## src/hdl/mrf_pkg.sv

```systemverilog
// ----------------------------------------------------------------------------
// mrf_pkg
// Types, function codes and the crc step shared by the request framer.
// ----------------------------------------------------------------------------
package mrf_pkg;

	// item kind on the input channel
	localparam logic CMD_HEADER = 1'b0;
	localparam logic CMD_DATA   = 1'b1;

	// supported function codes
	localparam logic [7:0] FC_READ_COILS      = 8'd1;
	localparam logic [7:0] FC_READ_DISCRETE   = 8'd2;
	localparam logic [7:0] FC_READ_HOLDING    = 8'd3;
	localparam logic [7:0] FC_READ_INPUT      = 8'd4;
	localparam logic [7:0] FC_WRITE_COIL      = 8'd5;
	localparam logic [7:0] FC_WRITE_REG       = 8'd6;
	localparam logic [7:0] FC_READ_EXC_STATUS = 8'd7;
	localparam logic [7:0] FC_COMM_EVENT_CNT  = 8'd11;
	localparam logic [7:0] FC_COMM_EVENT_LOG  = 8'd12;
	localparam logic [7:0] FC_WRITE_COILS     = 8'd15;
	localparam logic [7:0] FC_WRITE_REGS      = 8'd16;
	localparam logic [7:0] FC_REPORT_ID       = 8'd17;
	localparam logic [7:0] FC_RW_REGS         = 8'd23;

	localparam logic [15:0] CRC_INIT = 16'hFFFF;
	localparam logic [15:0] CRC_POLY = 16'hA001;
	localparam logic [7:0]  BYTE_ZERO = 8'h00;

	// unit id plus up to ten pdu bytes
	localparam int PDU_BYTES = 11;
	localparam int MBAP_BYTES = 6;
	localparam logic [3:0] MBAP_LAST = 4'(MBAP_BYTES - 1);
	localparam int QUEUE_DEPTH = 2;

	typedef enum logic [1:0] {
		JOB_HDR,
		JOB_DATA,
		JOB_ERR
	} job_kind_t;

	typedef enum logic [2:0] {
		PH_START,
		PH_MBAP,
		PH_PDU,
		PH_CRC_LO,
		PH_CRC_HI
	} phase_t;

	// one classified item, handed from the front end to the byte sequencer
	typedef struct packed {
		job_kind_t                       kind;
		logic                            tcp;     // mode seen when the item came in
		logic                            fin;     // this job closes the frame
		logic                            clr;     // error job that restarts the crc
		logic [3:0]                      nbytes;  // bytes held in pdu
		logic [PDU_BYTES-1:0][7:0]       pdu;
		logic [15:0]                     tid;
		logic [8:0]                      len;     // mbap length field
	} mrf_job_t;

	// one byte through the reflected crc-16/modbus
	function automatic logic [15:0] crc_add(input logic [15:0] crc, input logic [7:0] b);
		logic [15:0] c;
		c = crc ^ {8'h00, b};
		for (int k = 0; k < 8; k++) begin
			if (c[0])
				c = (c >> 1) ^ CRC_POLY;
			else
				c = c >> 1;
		end
		return c;
	endfunction

endpackage

```

## src/hdl/mrf_front.sv

```systemverilog
// ----------------------------------------------------------------------------
// mrf_front
// Classifies incoming beats into jobs and tracks the payload still expected.
// ----------------------------------------------------------------------------
module mrf_front import mrf_pkg::*; (
	input  logic        clk,
	input  logic        arst_n,
	input  logic        tcp_mode,
	input  logic        accept,
	input  logic        command,
	input  logic [7:0]  function_code,
	input  logic [15:0] start_address,
	input  logic [15:0] quantity,
	input  logic [15:0] write_start_address,
	input  logic [15:0] write_quantity,
	input  logic [7:0]  payload_len,
	input  logic [15:0] single_value,
	input  logic [7:0]  unit_id,
	input  logic [15:0] transaction_id,
	input  logic [7:0]  data_byte,
	output mrf_job_t    job
);

	logic [7:0] remaining_q;
	logic [7:0] remaining_d;
	logic       hdr_ok;
	logic       payload;
	logic [3:0] hlen;

	always_comb begin
		job         = '0;
		job.tcp     = tcp_mode;
		job.tid     = transaction_id;
		hdr_ok      = 1'b1;
		payload     = 1'b0;
		hlen        = 4'd0;
		remaining_d = remaining_q;

		job.pdu[0] = unit_id;
		job.pdu[1] = function_code;
		job.pdu[2] = start_address[15:8];
		job.pdu[3] = start_address[7:0];
		job.pdu[4] = quantity[15:8];
		job.pdu[5] = quantity[7:0];

		unique case (function_code) inside
			FC_READ_COILS, FC_READ_DISCRETE, FC_READ_HOLDING, FC_READ_INPUT: begin
				hlen = 4'd5;
			end
			FC_WRITE_COIL, FC_WRITE_REG: begin
				job.pdu[4] = single_value[15:8];
				job.pdu[5] = single_value[7:0];
				hlen = 4'd5;
			end
			FC_WRITE_COILS, FC_WRITE_REGS: begin
				job.pdu[6] = payload_len;
				hlen = 4'd6;
				payload = 1'b1;
			end
			FC_RW_REGS: begin
				job.pdu[6]  = write_start_address[15:8];
				job.pdu[7]  = write_start_address[7:0];
				job.pdu[8]  = write_quantity[15:8];
				job.pdu[9]  = write_quantity[7:0];
				job.pdu[10] = payload_len;
				hlen = 4'd10;
				payload = 1'b1;
			end
			FC_READ_EXC_STATUS, FC_COMM_EVENT_CNT, FC_COMM_EVENT_LOG, FC_REPORT_ID: begin
				hlen = 4'd1;
			end
			default: begin
				hdr_ok = 1'b0;
			end
		endcase

		job.nbytes = hlen + 4'd1;
		job.len    = {5'b0, hlen} + (payload ? {1'b0, payload_len} : 9'd0) + 9'd1;

		if (command == CMD_DATA) begin
			job.nbytes = 4'd1;
			job.pdu[0] = data_byte;
			if (remaining_q == 8'd0) begin
				// stray data beat: error, state untouched
				job.kind = JOB_ERR;
			end else begin
				job.kind    = JOB_DATA;
				job.fin     = (remaining_q == 8'd1);
				remaining_d = remaining_q - 8'd1;
			end
		end else begin
			if (hdr_ok) begin
				job.kind    = JOB_HDR;
				job.fin     = !payload || (payload_len == 8'd0);
				remaining_d = payload ? payload_len : 8'd0;
			end else begin
				job.kind    = JOB_ERR;
				job.clr     = 1'b1;
				remaining_d = 8'd0;
			end
		end
	end

	always_ff @(posedge clk or negedge arst_n) begin
		if (!arst_n)
			remaining_q <= 8'd0;
		else if (accept)
			remaining_q <= remaining_d;
	end

endmodule

```

## src/hdl/mrf_queue.sv

```systemverilog
// ----------------------------------------------------------------------------
// mrf_queue
// Short job queue between the front end and the byte sequencer.
// ----------------------------------------------------------------------------
module mrf_queue import mrf_pkg::*; (
	input  logic     clk,
	input  logic     arst_n,
	input  logic     push,
	input  mrf_job_t push_job,
	input  logic     pop,
	output logic     full,
	output logic     head_valid,
	output mrf_job_t head_job
);

	localparam int PTR_W = (QUEUE_DEPTH > 1) ? $clog2(QUEUE_DEPTH) : 1;
	localparam int CNT_W = $clog2(QUEUE_DEPTH + 1);

	mrf_job_t           entries_q [QUEUE_DEPTH];
	logic [PTR_W-1:0]   wr_ptr_q;
	logic [PTR_W-1:0]   rd_ptr_q;
	logic [CNT_W-1:0]   count_q;

	assign full       = (count_q == CNT_W'(QUEUE_DEPTH));
	assign head_valid = (count_q != '0);
	assign head_job   = entries_q[rd_ptr_q];

	always_ff @(posedge clk) begin
		if (push)
			entries_q[wr_ptr_q] <= push_job;
	end

	always_ff @(posedge clk or negedge arst_n) begin
		if (!arst_n) begin
			wr_ptr_q <= '0;
			rd_ptr_q <= '0;
			count_q  <= '0;
		end else begin
			if (push)
				wr_ptr_q <= (wr_ptr_q == PTR_W'(QUEUE_DEPTH - 1)) ? '0 : wr_ptr_q + 1'b1;
			if (pop)
				rd_ptr_q <= (rd_ptr_q == PTR_W'(QUEUE_DEPTH - 1)) ? '0 : rd_ptr_q + 1'b1;
			if (push && !pop)
				count_q <= count_q + 1'b1;
			else if (pop && !push)
				count_q <= count_q - 1'b1;
		end
	end

endmodule

```

## src/hdl/mrf_back.sv

```systemverilog
// ----------------------------------------------------------------------------
// mrf_back
// Byte sequencer: walks the head job byte by byte, keeps the running crc.
// ----------------------------------------------------------------------------
module mrf_back import mrf_pkg::*; (
	input  logic        clk,
	input  logic        arst_n,
	input  logic        head_valid,
	input  mrf_job_t    job,
	output logic        pop,
	input  logic        out_ready,
	output logic        out_valid,
	output logic [7:0]  frame_byte,
	output logic        last,
	output logic        error
);

	phase_t      phase_q, phase_d, cur_phase;
	logic [3:0]  idx_q, idx_d, cur_idx;
	logic [15:0] crc_q, crc_d, crc_base;
	logic        out_valid_q;
	logic [7:0]  byte_q, byte_d;
	logic        last_q, last_d;
	logic        err_q, err_d;
	logic        fire, done;

	always_comb begin
		fire      = head_valid && (!out_valid_q || out_ready);
		cur_phase = phase_q;
		cur_idx   = idx_q;
		if (phase_q == PH_START) begin
			cur_phase = (job.kind == JOB_HDR && job.tcp) ? PH_MBAP : PH_PDU;
			cur_idx   = 4'd0;
		end

		byte_d   = BYTE_ZERO;
		last_d   = 1'b0;
		err_d    = 1'b0;
		done     = 1'b0;
		phase_d  = cur_phase;
		idx_d    = cur_idx;
		crc_d    = crc_q;
		crc_base = crc_q;

		if (job.kind == JOB_ERR) begin
			err_d  = 1'b1;
			last_d = 1'b1;
			done   = 1'b1;
			if (job.clr)
				crc_d = CRC_INIT;
		end else begin
			unique case (cur_phase)
				PH_MBAP: begin
					case (cur_idx)
						4'd0:    byte_d = job.tid[15:8];
						4'd1:    byte_d = job.tid[7:0];
						4'd4:    byte_d = {7'b0, job.len[8]};
						4'd5:    byte_d = job.len[7:0];
						default: byte_d = BYTE_ZERO;
					endcase
					if (cur_idx == MBAP_LAST) begin
						phase_d = PH_PDU;
						idx_d   = 4'd0;
					end else begin
						idx_d = cur_idx + 4'd1;
					end
				end
				PH_PDU: begin
					byte_d = job.pdu[cur_idx];
					// a header restarts the crc at its unit id
					if (job.kind == JOB_HDR && cur_idx == 4'd0)
						crc_base = CRC_INIT;
					crc_d = job.tcp ? crc_base : crc_add(crc_base, byte_d);
					if (cur_idx == job.nbytes - 4'd1) begin
						if (job.fin && !job.tcp) begin
							phase_d = PH_CRC_LO;
						end else begin
							done   = 1'b1;
							last_d = job.fin;
						end
					end else begin
						idx_d = cur_idx + 4'd1;
					end
				end
				PH_CRC_LO: begin
					byte_d  = crc_q[7:0];
					phase_d = PH_CRC_HI;
				end
				PH_CRC_HI: begin
					byte_d = crc_q[15:8];
					last_d = 1'b1;
					done   = 1'b1;
				end
				default: begin
					done = 1'b1;
				end
			endcase
		end

		if (done) begin
			phase_d = PH_START;
			idx_d   = 4'd0;
		end
		pop = fire && done;
	end

	always_ff @(posedge clk or negedge arst_n) begin
		if (!arst_n) begin
			phase_q     <= PH_START;
			idx_q       <= 4'd0;
			crc_q       <= CRC_INIT;
			out_valid_q <= 1'b0;
		end else if (fire) begin
			phase_q     <= phase_d;
			idx_q       <= idx_d;
			crc_q       <= crc_d;
			out_valid_q <= 1'b1;
		end else if (out_ready) begin
			out_valid_q <= 1'b0;
		end
	end

	always_ff @(posedge clk) begin
		if (fire) begin
			byte_q <= byte_d;
			last_q <= last_d;
			err_q  <= err_d;
		end
	end

	assign out_valid  = out_valid_q;
	assign frame_byte = byte_q;
	assign last       = last_q;
	assign error      = err_q;

endmodule

```

## src/hdl/modbus_request_framer.sv

```systemverilog
// ----------------------------------------------------------------------------
// modbus_request_framer
// Modbus request frame builder, rtu with crc-16 or tcp with mbap header.
// ----------------------------------------------------------------------------
// A header beat names a request and the block streams its frame bytes out,
// one byte per cycle unless stalled: in rtu mode unit id, pdu and crc low
// byte first; in tcp mode the six mbap bytes, unit id and pdu. Codes 15,
// 16 and 23 then take payload_len data beats, each giving one payload byte,
// and the frame closes after the last one. Input beats are accepted every
// cycle while the two-entry job queue has room, so data beats stream at one
// per cycle; the output side produces one byte per cycle from a single byte
// sequencer unless out_ready stalls it, so a header gives 4 to 17 bytes
// (function-code-only requests in rtu mode up to read/write-multiple in tcp
// mode), a data beat one byte, or three when it closes an rtu frame and the
// crc follows. Unsupported codes and stray data beats give one byte 0 with
// last and error set. tcp_mode is sampled as each beat enters; the user is
// to see it is written only while the block is idle; it is not enforced.
// ----------------------------------------------------------------------------
module modbus_request_framer import mrf_pkg::*; (
	input  logic        clk,
	input  logic        arst_n,
	// configuration
	input  logic        cfg_we,
	input  logic        cfg_wdata,
	// request beats
	input  logic        in_valid,
	output logic        in_ready,
	input  logic        command,
	input  logic [7:0]  function_code,
	input  logic [15:0] start_address,
	input  logic [15:0] quantity,
	input  logic [15:0] write_start_address,
	input  logic [15:0] write_quantity,
	input  logic [7:0]  payload_len,
	input  logic [15:0] single_value,
	input  logic [7:0]  unit_id,
	input  logic [15:0] transaction_id,
	input  logic [7:0]  data_byte,
	// frame bytes
	output logic        out_valid,
	input  logic        out_ready,
	output logic [7:0]  frame_byte,
	output logic        last,
	output logic        error
);

	logic     tcp_mode_q;
	logic     in_fire;
	logic     q_full;
	logic     q_valid;
	logic     q_pop;
	mrf_job_t front_job;
	mrf_job_t head_job;

	// mode register, 0 rtu, 1 tcp
	always_ff @(posedge clk or negedge arst_n) begin
		if (!arst_n)
			tcp_mode_q <= 1'b0;
		else if (cfg_we)
			tcp_mode_q <= cfg_wdata;
	end

	// accept whenever the queue can take the job
	assign in_ready = !q_full;
	assign in_fire  = in_valid && in_ready;

	// front end: decode and payload bookkeeping
	mrf_front u_front (
		.clk                 (clk),
		.arst_n              (arst_n),
		.tcp_mode            (tcp_mode_q),
		.accept              (in_fire),
		.command             (command),
		.function_code       (function_code),
		.start_address       (start_address),
		.quantity            (quantity),
		.write_start_address (write_start_address),
		.write_quantity      (write_quantity),
		.payload_len         (payload_len),
		.single_value        (single_value),
		.unit_id             (unit_id),
		.transaction_id      (transaction_id),
		.data_byte           (data_byte),
		.job                 (front_job)
	);

	// decouples input acceptance from byte emission
	mrf_queue u_queue (
		.clk        (clk),
		.arst_n     (arst_n),
		.push       (in_fire),
		.push_job   (front_job),
		.pop        (q_pop),
		.full       (q_full),
		.head_valid (q_valid),
		.head_job   (head_job)
	);

	// back end: byte sequencer with crc and registered output
	mrf_back u_back (
		.clk        (clk),
		.arst_n     (arst_n),
		.head_valid (q_valid),
		.job        (head_job),
		.pop        (q_pop),
		.out_ready  (out_ready),
		.out_valid  (out_valid),
		.frame_byte (frame_byte),
		.last       (last),
		.error      (error)
	);

	// an error beat is always a lone, closing zero byte
	a_err_last: assert property (@(posedge clk) disable iff (!arst_n)
		out_valid && error |-> last && (frame_byte == BYTE_ZERO))
		else $error("error beat without last or with nonzero byte");

	// an accepted beat leaves at least one job queued
	a_push_queued: assert property (@(posedge clk) disable iff (!arst_n)
		in_fire |=> q_valid)
		else $error("job lost after acceptance");

	// the sequencer never retires a job that is not there, nor while its output stalls
	a_pop_valid: assert property (@(posedge clk) disable iff (!arst_n)
		q_pop |-> q_valid && (!out_valid || out_ready))
		else $error("pop without a job or while output stalled");

endmodule

```

## config.mk

```make
export PLATFORM = sky130hd
export DESIGN_NAME = modbus_request_framer
export DESIGN_NICKNAME = d
export VERILOG_FILES = /design/src/hdl/mrf_pkg.sv /design/src/hdl/mrf_front.sv /design/src/hdl/mrf_queue.sv /design/src/hdl/mrf_back.sv /design/src/hdl/modbus_request_framer.sv
export SDC_FILE = /design/constraint.sdc
export NUM_CORES = 1
export LEC_CHECK = 0
export ABC_AREA = 1
export BUFFER_PORTS_ARGS = -buffer_cell sky130_fd_sc_hd__buf_2
export CORE_UTILIZATION = 54
export CTS_CLUSTER_DIAMETER = 30
export DETAILED_ROUTE_END_ITERATION = 6
export GPL_TIMING_DRIVEN = 0
export PLACE_DENSITY_LB_ADDON = 0.25
export SKIP_CTS_REPAIR_TIMING = 1
export SLEW_MARGIN = 0
export SYNTH_ARGS = -nofsm -noshare
export SYNTH_HDL_FRONTEND = slang
export SYNTH_SLANG_ARGS = --single-unit
```

## constraint.sdc

```tcl
create_clock -name clk -period 6.6 [get_ports clk]
set_input_delay 0.99 -clock clk [delete_from_list [all_inputs] [get_ports clk]]
set_output_delay 0.99 -clock clk [all_outputs]
set_load 0.01 [all_outputs]
```

==> impl_metrics.env <==
export IMPL_dieHeight_um=164
export IMPL_synth_top_cell_area_share=0.535
export IMPL_min_from="tcp_mode_q"
export IMPL_drive_gt1_frac=0.213
export IMPL_route_met3_wl_um=2940
export IMPL_area_growth_syn_to_layout_pct=24.0
export IMPL_async_flop_share=0.127
export IMPL_diodes=0
export IMPL_peakVddDrop_v=0.000285
export IMPL_drt_wirelength_per_cell_um=18.9
export IMPL_wl_met2_um=18800
export IMPL_synth_edff_count=254
export IMPL_crit_reg2reg_capture="u_queue.count_q[1]"
export IMPL_htreeDepth=2
export IMPL_grtUsageTotal=0.298
export IMPL_worst_path_max_fanout=10
export IMPL_port_buffers=145
export IMPL_fmax_mhz=229
export IMPL_pre_cts_ws_ns=1.87
export IMPL_min_path_cells=0
export IMPL_antenna_left=0
export IMPL_synth_common_cells="nand2_1, edfxtp_1, nor2_1"
export IMPL_leakagePower_nw=7.85
export IMPL_ys_types=57
export IMPL_rows=59
export IMPL_cellPowerDensity_nw_per_um2=532
export IMPL_clock_latency_ns=0.60
export IMPL_dp_hpwl_um=26700
export IMPL_critical_path_class="in -> reg"
export IMPL_ys_top_cells_by_area="edfxtp_1, nand2_1, nor2_1"
export IMPL_totalWireLength_um=39000
export IMPL_tightest_slew_ns=0.978
export IMPL_cp_data_required_time_ns=6.95
export IMPL_period_share=0.660
export IMPL_place_congestion=0.923
export IMPL_maxCapViolCount=0
export IMPL_grt_pass1_wl_um=60100
export IMPL_path_clk_slew_ns=0.05
export IMPL_top_layer_used="met4"
export IMPL_maxSlewViolCount=0
export IMPL_synthesis_nets=1605
export IMPL_io_pins=147
export IMPL_slew_limit_headroom=0.348
export IMPL_ys_ff_latch=291
export IMPL_crit_arrival_ns=4.71
export IMPL_overflow=0
export IMPL_clock_path_buffers=3
export IMPL_finalHoldViolations=0
export IMPL_drc=0
export IMPL_numCtsBuffers=58
export IMPL_fin_nets=1818
export IMPL_ys_seq_area_frac=0.601
export IMPL_hold_end="u_queue.entries_q[0][119]"
export IMPL_drt_pass1_iterations=7
export IMPL_netlist_area_um2=14300
export IMPL_timing_rr_start="u_queue.rd_ptr_q"
export IMPL_grt_max_degree=38
export IMPL_die_w_um=164
export IMPL_setup_viol=0
export IMPL_synth_top_flop_cell="edfxtp_1"
export IMPL_post_synth_top_count_cell="nand2_1"
export IMPL_cts_sinks=291
export IMPL_via_per_inst=5.58
export IMPL_r2r_slack_ns=2.79
export IMPL_syn_avg_cell_area_um2=9.77
export IMPL_status="completed"
export IMPL_synth_top_area_cell="edfxtp_1"
export IMPL_initial_utilization=0.549
export IMPL_synth_cells=1459
export IMPL_synth_warnings=0
export IMPL_period_needed_ns=4.36
export IMPL_core_area_um2=26000
export IMPL_rsz0062_at_grt="no"
export IMPL_power_total_mw=9.40
export IMPL_grt_pass1_vias=11200
export IMPL_fin_skew_ns=0.0380
export IMPL_antenna_found_initial=0
export IMPL_root_buffer="clkbuf_16"
export IMPL_cts_tree="built"
export IMPL_worst_setup_path_start_kind="input port"
export IMPL_via_count=11500
export IMPL_fin_ws_ns=2.24
export IMPL_worstHoldPathType="reg -> reg"
export IMPL_met1_length_um=15800
export IMPL_worst_r2r_cell_count=15
export IMPL_cp_end_kind="flop"
export IMPL_die_area_um2=27100
export IMPL_drt_iter0_drc=1150
export IMPL_crit_start="function_code[7]"
-- worst max path at each step --
stage | endpoint | slack [ns] | cells past startpoint
3_3_place_gp | u_queue.entries_q[1][119] | -0.05 | 3
4_1_cts | u_queue.entries_q[0][6] | 2.38 | 18
3_5_place_dp | u_queue.entries_q[0][6] | 1.87 | 18
6_report | u_queue.entries_q[0][6] | 2.24 | 18
2_1_floorplan | u_queue.entries_q[1][0] | 1.88 | 2
5_1_grt | u_queue.entries_q[0][6] | 2.05 | 18
-- worst max-delay path: stages --
cell and delay (ns):
buf_2 0.14, nor4_1 0.11, inv_1 0.13, nor2_1 0.05, inv_1 0.07, nor2_1 0.04
nor2_1 0.58, inv_1 0.13, nor2_1 0.36, clkinv_1 0.40, nand2_1 0.18, ha_1 0.18
inv_1 0.07, fa_1 0.47, a31oi_1 0.29, nor2_1 0.08, nand2_1 0.10, xor2_1 0.33
-- flip-flops by register name, summed over array words and instances (netlist names), 2 cells and up --
| signal | count |
|---|---|
| u_front.remaining_q | 8 |
| u_back.frame_byte | 8 |
| u_back.idx_q | 4 |
| u_back.phase_q | 3 |
| u_queue.entries_q | 244 |
| u_queue.count_q | 2 |
| u_back.crc_q | 16 |
-- stage by stage --
step	hold WS, ns	cells	area, um2	TNS (ns)	util
after floorplan	0.438	1459	14300	0	-
after global placement	0.459	1939	15400	-4.74	0.593
after detailed placement	0.464	1947	15600	0	0.600
after CTS	0.486	2057	17700	0	0.680
after global routing	0.499	2057	17700	0	0.680
final	0.485	2057	17700	0	0.680
-- kinds of logic after synthesis --
group	count (synthesis)	synth area share
adders and majority gates	11	0.0102
AOI/OAI and AO/OA	186	0.0785
DFF	291	0.601
xor gates and xnor gates	22	0.0140
buffers and inverters	210	0.0621
muxes	34	0.0254
and+or+nand+nor	705	0.209
-- power by group --
| part | internal (mW) | switching [mW] | leakage (nW) | total (mW) |
|---|---|---|---|---|
| logic | 1.12 | 2.47 | 4.03 | 3.59 |
| registers | 2.60 | 0.158 | 2.81 | 2.76 |
| clock network | 2.02 | 1.03 | 1.00 | 3.05 |
-- layout by cell type, fill, tap and decap left out, types with 21 or more instances in the layout --
master,count
nand3_1,54
nor2_1,167
a21oi_1,54
clkbuf_16,58
nand2_1,413
buf_2,164
dfrtp_1,21
inv_1,149
o21ai_0,64
edfxtp_1,254
-- layout make-up --
class | count | area, um2
flip-flops and latches | 291 | 8570
fillers | 1968 | 8310
multi-input cells | 958 | 4820
clock buffers | 61 | 1460
repair buffers | 153 | 901
clock inverters | 49 | 619
inverters | 162 | 613
well taps | 335 | 419
plain buffers | 48 | 272
-- per-layer routing --
metal,global-route usage,vias to the layer above
met2,0.493,544
met1,0.393,5470
met3,0.0470,88
met5,0,-
li1,-,5366
met4,0.122,0
Power figures use the tool's default switching activity.
